[config.mk]
export PLATFORM = sky130hd
export DESIGN_NAME = mrfc_tracker
export DESIGN_NICKNAME = d
export VERILOG_FILES = /design/src/rtl/mrfc_pkg.sv /design/src/rtl/mrfc_tracker.sv
export SDC_FILE = /design/constraint.sdc
export NUM_CORES = 1
export LEC_CHECK = 0
export BUFFER_PORTS_ARGS = -buffer_cell sky130_fd_sc_hd__buf_4
export CAP_MARGIN = 20
export CORE_ASPECT_RATIO = 1.1
export CORE_MARGIN = 10
export CORE_UTILIZATION = 50
export CTS_CLUSTER_SIZE = 12
export DETAILED_ROUTE_END_ITERATION = 6
export PLACE_DENSITY = 0.69
export SYNTH_ARGS = -nofsm -noshare
export SYNTH_HDL_FRONTEND = slang
export SYNTH_SLANG_ARGS = --single-unit
[constraint.sdc]
create_clock -name clk -period 15.94 [get_ports clk]
set_input_delay 3.985 -clock clk [delete_from_list [all_inputs] [get_ports clk]]
set_output_delay 3.985 -clock clk [all_outputs]
set_load 0.03 [all_outputs]
[src/rtl/mrfc_pkg.sv]
`timescale 1ns / 1ps

package mrfc_pkg;

  // Longest frame accepted, in bytes.
  localparam int MAX_FRAME = 256;
  localparam int CNT_W     = 9;

  localparam logic [CNT_W-1:0] MAX_LEN      = CNT_W'(MAX_FRAME);
  localparam logic [CNT_W-1:0] MIN_REQ_LEN  = 9'd4;
  localparam logic [CNT_W-1:0] EXC_LEN      = 9'd5;
  localparam logic [CNT_W-1:0] READ_HDR_LEN = 9'd5;
  localparam logic [CNT_W-1:0] FIXED_LEN    = 9'd8;
  localparam logic [CNT_W-1:0] CRC_BYTES    = 9'd2;

  localparam logic [7:0] EXC_FLAG = 8'h80;

  localparam logic [7:0] FN_READ_COILS     = 8'd1;
  localparam logic [7:0] FN_READ_INPUT_REG = 8'd4;
  localparam logic [7:0] FN_WRITE_COIL     = 8'd5;
  localparam logic [7:0] FN_WRITE_REG      = 8'd6;
  localparam logic [7:0] FN_WRITE_COILS    = 8'd15;
  localparam logic [7:0] FN_WRITE_REGS     = 8'd16;

  localparam logic [15:0] CRC_INIT = 16'hFFFF;
  localparam logic [15:0] CRC_POLY = 16'hA001;

  typedef enum logic {
    CMD_START = 1'b0,
    CMD_BYTE  = 1'b1
  } cmd_t;

  typedef enum logic [1:0] {
    V_INCOMPLETE = 2'd0,
    V_COMPLETE   = 2'd1,
    V_MALFORMED  = 2'd2
  } verdict_t;

  typedef struct packed {
    verdict_t         verdict;
    logic             length_known;
    logic [CNT_W-1:0] resp_length;
    logic [CNT_W-1:0] bytes_seen;
  } result_t;

  function automatic logic [15:0] crc_byte(input logic [15:0] crc, input logic [7:0] b);
    logic [15:0] c;
    c = crc ^ {8'h00, b};
    for (int i = 0; i < 8; i++) begin
      c = c[0] ? ((c >> 1) ^ CRC_POLY) : (c >> 1);
    end
    return c;
  endfunction

  function automatic logic is_fixed_fn(input logic [7:0] f);
    return (f == FN_WRITE_COIL) || (f == FN_WRITE_REG) ||
           (f == FN_WRITE_COILS) || (f == FN_WRITE_REGS);
  endfunction

  function automatic logic is_read_fn(input logic [7:0] f);
    return (f >= FN_READ_COILS) && (f <= FN_READ_INPUT_REG);
  endfunction

endpackage

[src/rtl/mrfc_tracker.sv]
`timescale 1ns / 1ps

module mrfc_tracker import mrfc_pkg::*; (
  input  logic             clk,
  input  logic             rst,
  input  logic             take,
  input  logic             command,
  input  logic [7:0]       request_unit,
  input  logic [7:0]       request_function,
  input  logic [CNT_W-1:0] req_length,
  input  logic [7:0]       data_byte,
  output result_t          result
);

  logic [7:0]       saved_unit, saved_function, reply_function, crc_low_received;
  logic             request_bad, unit_mismatch, expected_known;
  logic [CNT_W-1:0] byte_counter, expected_length;
  logic [15:0]      running_crc, frozen_crc;

  logic [7:0]       reply_function_next, crc_low_received_next;
  logic             unit_mismatch_next, expected_known_next;
  logic [CNT_W-1:0] byte_counter_next, expected_length_next;
  logic [15:0]      running_crc_next, frozen_crc_next;

  logic [7:0]       exc;
  logic [CNT_W-1:0] idx, n, exp_len;
  logic [15:0]      got;

  assign exc = saved_function | EXC_FLAG;
  assign idx = byte_counter;

  // Frame state update for one response byte.
  always_comb begin
    byte_counter_next     = byte_counter;
    unit_mismatch_next    = unit_mismatch;
    reply_function_next   = reply_function;
    expected_length_next  = expected_length;
    expected_known_next   = expected_known;
    running_crc_next      = running_crc;
    frozen_crc_next       = frozen_crc;
    crc_low_received_next = crc_low_received;
    if (idx <= MAX_LEN) begin
      byte_counter_next = idx + 9'd1;
      if (idx == 9'd0) begin
        unit_mismatch_next = (data_byte != saved_unit);
      end else if (idx == 9'd1) begin
        reply_function_next = data_byte;
        if (data_byte == exc) begin
          expected_length_next = EXC_LEN;
          expected_known_next  = 1'b1;
        end else if (data_byte == saved_function && is_fixed_fn(data_byte)) begin
          expected_length_next = FIXED_LEN;
          expected_known_next  = 1'b1;
        end
      end else if (idx == 9'd2 && reply_function != exc &&
                   reply_function == saved_function && is_read_fn(saved_function)) begin
        expected_length_next = READ_HDR_LEN + {1'b0, data_byte};
        expected_known_next  = (expected_length_next <= MAX_LEN);
      end
      if (expected_known_next && idx == expected_length_next - CRC_BYTES) begin
        frozen_crc_next       = running_crc;
        crc_low_received_next = data_byte;
      end
      running_crc_next = crc_byte(running_crc, data_byte);
    end
  end

  // Verdict on the prefix including this byte.
  assign n   = byte_counter_next;
  assign got = {data_byte, crc_low_received_next};

  always_comb begin
    result.verdict      = V_INCOMPLETE;
    result.length_known = 1'b0;
    result.resp_length  = '0;
    result.bytes_seen   = n;
    exp_len             = '0;
    if (request_bad || n > MAX_LEN) begin
      result.verdict = V_MALFORMED;
    end else if (n < 9'd2) begin
      result.verdict = V_INCOMPLETE;
    end else if (unit_mismatch_next) begin
      result.verdict = V_MALFORMED;
    end else begin
      if (reply_function_next == exc) begin
        exp_len = EXC_LEN;
      end else if (reply_function_next != saved_function) begin
        result.verdict = V_MALFORMED;
      end else if (is_read_fn(saved_function)) begin
        if (n >= 9'd3) begin
          if (expected_length_next > MAX_LEN) begin
            result.verdict = V_MALFORMED;
          end else begin
            exp_len = expected_length_next;
          end
        end
      end else if (is_fixed_fn(saved_function)) begin
        exp_len = FIXED_LEN;
      end else begin
        result.verdict = V_MALFORMED;
      end
      if (exp_len != '0) begin
        result.length_known = 1'b1;
        result.resp_length  = exp_len;
        if (n < exp_len) begin
          result.verdict = V_INCOMPLETE;
        end else if (n != exp_len) begin
          result.verdict = V_MALFORMED;
        end else begin
          result.verdict = (got == frozen_crc_next) ? V_COMPLETE : V_MALFORMED;
        end
      end
    end
  end

  always_ff @(posedge clk) begin
    if (rst) begin
      saved_unit       <= '0;
      saved_function   <= '0;
      request_bad      <= 1'b0;
      byte_counter     <= '0;
      unit_mismatch    <= 1'b0;
      reply_function   <= '0;
      expected_length  <= '0;
      expected_known   <= 1'b0;
      running_crc      <= CRC_INIT;
      frozen_crc       <= '0;
      crc_low_received <= '0;
    end else if (take) begin
      if (command == CMD_START) begin
        saved_unit       <= request_unit;
        saved_function   <= request_function;
        request_bad      <= (req_length < MIN_REQ_LEN) || (req_length > MAX_LEN);
        byte_counter     <= '0;
        unit_mismatch    <= 1'b0;
        reply_function   <= '0;
        expected_length  <= '0;
        expected_known   <= 1'b0;
        running_crc      <= CRC_INIT;
        frozen_crc       <= '0;
        crc_low_received <= '0;
      end else begin
        byte_counter     <= byte_counter_next;
        unit_mismatch    <= unit_mismatch_next;
        reply_function   <= reply_function_next;
        expected_length  <= expected_length_next;
        expected_known   <= expected_known_next;
        running_crc      <= running_crc_next;
        frozen_crc       <= frozen_crc_next;
        crc_low_received <= crc_low_received_next;
      end
    end
  end

endmodule

==> summary.txt, run 1 <==
Power
  • Combinational share of power: 17.6%
  • Switching pwr: 0.000157 W
  • Sequential share of power: 42.1%
  • Sw frac: 29.0%
  • PwrDens: 82.1 nW/µm²
  • Worst VDD drop: 0.0666 mV
  • P_int: ~0.00038 W
  • P_leak: 2.63 nW
  • Power share of the clock group: 40.3%

Critical path
  • Internal reg-to-reg setup slack: 10.61 ns
  • Crit path kind: primary input to output pin
  • Arrival time worst endpoint: 9.41 ns
  • Worst EP required: 11.95 ns
  • Crit path cell chain: buf_4 -> ha_1 -> nand2b_1 -> a2111o_1 -> o21ai_1 -> a21o_1 -> o211a_1 -> nor3b_1 -> a21boi_0 -> nor2b_1 -> a21oi_1 -> ha_1 -> nand2_1 -> nor3_1 -> o2111ai_1 -> nor3_1 -> mux2i_1 -> a2111oi_2 -> and3_1 -> buf_4
  • Critical-path top delay cell: nor2b_1
  • Startpoint types: primary input
  • Max incr delay on CP: between 0.5 and 0.6 ns
  • Crit Path Max Fanout: 13
  • Crit. End Element: output pin

Routing
  • Vias per cell: 6.04
  • Drt total wl: 17900 µm
  • DRT Pass-1 Iters: 5
  • Remaining antenna violation count: 0
  • Iter 0 DRT Violations: 454
  • Via count: ~5600
  • DR WL/cell: between 15 and 20 µm
  • Drc violations: 0

Logic synthesis
  • Average instance area after synthesis: roughly 7.7 µm²
  • Post-synth top flop: dfxtp_1
  • Synth Cell Area: just under 6000 µm²
  • Syn Nets: 810
  • Post-synthesis cell type count: 69
  • Post-synth top area share: slightly below 30%
  • Post-Synthesis Cells: 755
  • Async set-reset flop share out of synthesis: 0%
  • Register area share after synthesis: approximately 30%
  • Yosys Warn Count: 0
  • EDFF count, synth: 0
  • Post-synth top area cell: dfxtp_1
  • #FFs+latches synth: 85
  • Largest cells by area after synthesis: dfxtp_1, xnor2_1, nand2_1, xor2_1, nor2_1

Global routing
  • Grt ovf: 0
  • Busiest layer in global routing: met2
  • Largest net degree at the start of global routing: 74
  • Vias in the first global route: roughly 5600
  • Gr usage total: 21.5%
  • GRT met3 Usage: a little under 4%
  • Met1 usage: 26.9%
  • First-pass GRT wire length: 28600 µm
  • GRT met2 Usage: a little over a third
  • Initial antenna violation count: 0

Timing
  • Slew margin rel.: 38.0%
  • Setup Skew: approximately 0.0062 ns
  • Final Hold Fails: 0
  • Tmin final: 13.40 ns
  • Final Max Tran Viols: 0
  • Setup_tns: 0 ns
  • Fmax: 74.6 MHz
  • Final setup vio count: 0
  • RSZ-0062 raised after global routing: no
  • Worst slew pin tran: 0.931 ns
  • Period utilisation layout: between 80% and 90%

Worst hold path
  • Worst Hold Class: flop to flop

Placement
  • Inst Count DP: 916
  • HPWL after DPL: 13100 µm
  • PortBufs: between 50 and 60
  • Placer Congestion: 0.932

Die
  • Die area: about 16000 µm²
  • Initial core utilization: 50.9%
  • Chip Height: ~130 µm
  • Die W: roughly 120 µm
  • Core area: 11400 µm²
  • Cell Rows: a little over 40
  • I/O pins: 58

Clocking
  • Setup Fix Bufs, Post-CTS: 0
  • CTS tree: done
  • CTS sink cnt: 85
  • Clk buf depth: 2
  • Number of CTS-inserted buffers: 9
  • H-tree depth: 3
  • Clk Tree Root Cell: clkbuf_16
  • Reg clk slew, reported paths: 0.06 ns
  • Post-cts sizing count: 0
  • Clk_lat worst skew: 0.34 ns
  • Cts hold-fix bufs: 0

Layout
  • P&R area growth vs syn: 13.2%
  • Fillers: 1094
  • Area of the multi-input gates: 3830 µm²
  • Antenna Cells: 0
  • Finished Layout Cells: a little over 900
  • Register Area: about 1700 µm²
  • Layout cells sized above 1: 12.5%
  • Nets: 832

Run
  • Max-cap viol count: 0

Outcome
  • Outcome: finished clean
[per-stage QoR]
step,utilization [%],setup WS (ns),power (W),hold WS (ns),area (µm²)
after floorplan,-,3.50,0.000299,0.448,5820
after global placement,54.9,2.88,0.000324,0.458,6280
after detailed placement,54.9,2.71,0.000326,0.464,6280
after CTS,57.6,2.65,0.000543,0.473,6590
after global routing,57.6,2.02,0.000561,0.502,6590
final,57.6,2.54,0.000541,0.470,6590
[power by group through the flow]
stage	Clock [W]	Sequential, W	Combinational, W
2_1_floorplan	0	0.000228	0.0000704
3_3_place_gp	0	0.000232	0.0000920
3_5_place_dp	0	0.000233	0.0000933
4_1_cts	0.000221	0.000228	0.0000944
5_1_grt	0.000229	0.000229	0.000103
6_report	0.000218	0.000228	0.0000950
[synthesized netlist by cell type (3+ instances only)]
master	n
o41ai_1	3
a21o_1	4
xor2_1	34
nor2b_1	16
buf_2	10
nand2_1	91
ha_1	18
and2_1	7
clkbuf_1	36
o22ai_1	4
o31ai_1	5
xnor2_1	56
nand2b_1	6
and4_1	3
a22oi_1	32
mux2i_1	9
o211ai_1	14
o21ai_1	4
a211oi_1	6
o21ai_0	22
nor2_1	76
o21a_1	4
nand4_1	12
or3_1	13
buf_1	6
nor4b_1	3
nor4_1	16
or2_2	4
nand3_1	15
and3_1	8
nor3_1	14
inv_1	24
a2bb2oi_1	9
a21oi_1	41
dfxtp_1	85
[cell usage in the layout (no fill, tap or decap), drive strengths merged, types with 13 or more instances in the layout]
cell type / Yosys / layout
inv: 24 / 26
nand3: 15 / 15
a21oi: 43 / 43
o21ai: 26 / 26
xor2: 34 / 34
or3: 13 / 13
a22oi: 32 / 32
nor4: 17 / 17
ha: 18 / 18
nor2b: 16 / 16
nor2: 77 / 77
o211ai: 14 / 14
dfxtp: 85 / 85
nand2: 91 / 91
nor3: 14 / 14
xnor2: 56 / 56
buf: 16 / 63
[final cells by class]
type	count	share of cell area, %
well taps	150	2.85
clock buffers	10	3.63
flip-flops and latches	85	25.8
clock inverters	6	1.04
repair buffers	63	7.18
inverters	24	1.37
multi-input cells	594	58.1
[path summary, 6_finish.rpt]
check | from | endpoint | depth (start not counted)
min | saved_unit[6] | saved_unit[6] | 2
max reg2reg | byte_counter[0] | crc_low_received[6] | 17
min reg2reg | saved_unit[6] | saved_unit[6] | 2
max | data_byte[0] | result[19] | 20
[logic make-up after synthesis]
group / after synthesis / synth area share, %
buffers and inverters: 76 / 5.12
AND/OR/NAND/NOR: 300 / 25.5
flip-flops: 85 / 29.2
adder cells (fa/ha/maj): 18 / 3.87
AO/OA/AOI/OAI: 175 / 20.8
multiplexers: 11 / 1.93
XOR/XNOR: 90 / 13.5
[metal layers]
metal | up-vias | share of wire (%)
met5 | - | 0
met4 | 0 | 2.5
met1 | 2693 | 43
met2 | 186 | 48
li1 | 2717 | -
met3 | 33 | 6.0
[registers in the layout, indices dropped and copies added (netlist names), 8 cells and up]
name and count:
reply_function 8, running_crc 16, saved_function 8, saved_unit 8, frozen_crc 16, crc_low_received 8
expected_length 9, byte_counter 9
[worst max-delay path: cells and delay by family]
kind                       cells  cell delay (ns)
adders and majority gates      2             0.67
and+or+nand+nor                7             1.98
muxes                          1             0.11
buffers and inverters          2             0.36
AOI/OAI and AO/OA              8             2.28
Power figures use the tool's default switching activity.
==> inputs of run 2 (changes only) <==
==> constraint.sdc (replaced) <==
create_clock -name clk -period 12.9 [get_ports clk]
set_input_delay 3.225 -clock clk [delete_from_list [all_inputs] [get_ports clk]]
set_output_delay 3.225 -clock clk [all_outputs]
set_load 0.03 [all_outputs]
==> run 2 against run 1 <==
Combinational power increased by 23%; total power increased by 24%; register-to-register slack lost 3.0 ns; sequential power up 24%; via count up 1.1%; largest cell class unchanged; sequential share of layout area about the same; highest routed layer unchanged; worst hold slack got worse by 0.0013 ns.
==> summary.txt, run 2 (synthesized netlist as in run 1, its figures left out) <==
Clocking
  • Clk Tree Root Cell: clkbuf_16
  • CTS sink cnt: 85
  • Clk_lat worst skew: 0.35 ns
  • H-tree depth: 3
  • Setup Fix Bufs, Post-CTS: 0
  • Post-cts sizing count: 0
  • Cts hold-fix bufs: 0
  • Reg clk slew, reported paths: 0.06 ns
  • Clk buf depth: 2
  • CTS tree: done
  • Number of CTS-inserted buffers: 9

Critical path
  • Crit path kind: primary input to output pin
  • Internal reg-to-reg setup slack: 7.64 ns
  • Startpoint types: primary input
  • Worst Reg-to-Reg Cells: 17
  • Arrival time worst endpoint: 8.67 ns
  • RR Endpoint: frozen_crc[5]
  • Critical Path Start: data_byte[0]
  • Worst EP required: 9.68 ns
  • Crit Path Max Fanout: 13
  • Crit. End Element: output pin
  • Worst r2r src: byte_counter[0]

Worst hold path
  • Hold Path Origin: saved_unit[3]
  • Endpoint, Worst Hold: saved_unit[3]
  • Worst Hold Class: flop to flop
  • Hold path depth: 2

Placement
  • HPWL after DPL: 13200 µm
  • DP Worst Slack: 1.19 ns
  • Placer Congestion: about 0.94
  • PortBufs: 57
  • Placed Area: around 6300 µm²

Timing
  • RSZ-0062 raised after global routing: no
  • Final Max Tran Viols: 0
  • Setup_tns: 0 ns
  • Tmin final: 11.89 ns
  • Final setup vio count: 0
  • Slew margin rel.: 38.4%
  • Worst Slack Setup Final: 1.01 ns
  • Setup Skew: around 0.0070 ns
  • Final Hold Fails: 0
  • Worst slew pin tran: 0.924 ns
  • Fmax: about 84 MHz
  • Period utilisation layout: between 90 and 100%

Power
  • Combinational share of power: between 10% and 20%
  • P_leak: 2.64 nW
  • Sw frac: between 20% and 30%
  • PwrDens: 101 nW/µm²
  • Sequential share of power: 42.1%
  • Worst VDD drop: 0.0843 mV
  • P_int: 0.000480 W
  • Switching pwr: 0.000189 W
  • Power share of the clock group: 40.4%

Die
  • I/O pins: 58
  • Initial core utilization: 50.9%
  • Cell Rows: 41
  • Core area: 11400 µm²
  • Die area: 16400 µm²
  • Die W: roughly 120 µm
  • Chip Height: 133 µm

Layout
  • Commonest non-fill, non-tap cell in the layout: nand2_1
  • Fin util: 57.7%
  • Post-Layout Inst Area: 6600 µm²
  • Largest regs: frozen_crc x16, running_crc x16
  • Antenna Cells: 0
  • P&R area growth vs syn: 13.3%
  • Most frequent cells in the layout: nand2_1, dfxtp_1, nor2_1, buf_4, xnor2_1
  • Layout cells sized above 1: roughly an eighth
  • Fillers: 1074
  • Nets: 833

Global routing
  • Vias in the first global route: 5586
  • Largest net degree at the start of global routing: 74
  • First-pass GRT wire length: ~28000 µm
  • Gr usage total: 21.6%
  • Initial antenna violation count: 0
  • Grt ovf: 0

Routing
  • Vias per cell: 6.10
  • Drt total wl: 17800 µm
  • Iter 0 DRT Violations: 542
  • DRT Pass-1 Iters: 5
  • DR WL/cell: 19.0 µm
  • Via count: 5690
  • Remaining antenna violation count: 0
  • Drc violations: 0

Run
  • Max-cap viol count: 0

Outcome
  • Outcome: finished clean
[run 2: cell type report]
class	instances	area, µm²	area share (%)
multi-input cells	594	3830	58.0
flip-flops and latches	85	1700	25.8
repair buffers	64	480	7.28
clock buffers	12	256	3.89
well taps	150	188	2.84
clock inverters	4	52.6	0.797
inverters	24	90.1	1.37
[run 2: worst max-delay path by stage]
stage / end / depth (start not counted)
floorplan: result[20] / 18
detailed placement: result[19] / 20
CTS: result[19] / 20
finish: result[19] / 20
global route: result[19] / 20
global placement: result[19] / 20
[run 2: power by group through the flow]
stage                logic, W  registers (W)  clock network [W]
floorplan           0.0000870       0.000282                  0
global placement     0.000114       0.000287                  0
detailed placement   0.000115       0.000288                  0
CTS                  0.000116       0.000282           0.000276
global route         0.000128       0.000283           0.000285
finish               0.000117       0.000282           0.000271
[run 2: stage by stage]
step                std cells  hold WS (ns)  power [W]
global route              933         0.495   0.000696
floorplan                 755         0.448   0.000369
detailed placement        917         0.463   0.000403
CTS                       933         0.472   0.000674
global placement          917         0.458   0.000401
finish                    933         0.469   0.000669
[run 2: critical path, stage by stage]
cell and delay (ns):
buf_4 0.20, ha_1 0.34, nand2b_1 0.09, a2111o_1 0.44, o21ai_1 0.37, a21o_1 0.24
o211a_1 0.20, nor3b_1 0.38, a21boi_0 0.19, nor2b_1 0.56, a21oi_1 0.20, ha_1 0.33
nand2_1 0.06, nor3_1 0.45, o2111ai_1 0.18, nor3_1 0.22, mux2i_1 0.11, a2111oi_2 0.47
and3_1 0.25, buf_4 0.16
[run 2: layer usage]
| metal | vias to the layer above | wire (µm) | global-route usage (%) |
|---|---|---|---|
| met4 | 0 | 656 | 9.57 |
| li1 | 2712 | - | - |
| met2 | 216 | 8430 | 35.5 |
| met1 | 2712 | 7410 | 26.4 |
| met3 | 50 | 1270 | 4.48 |
| met5 | - | 0 | 0 |
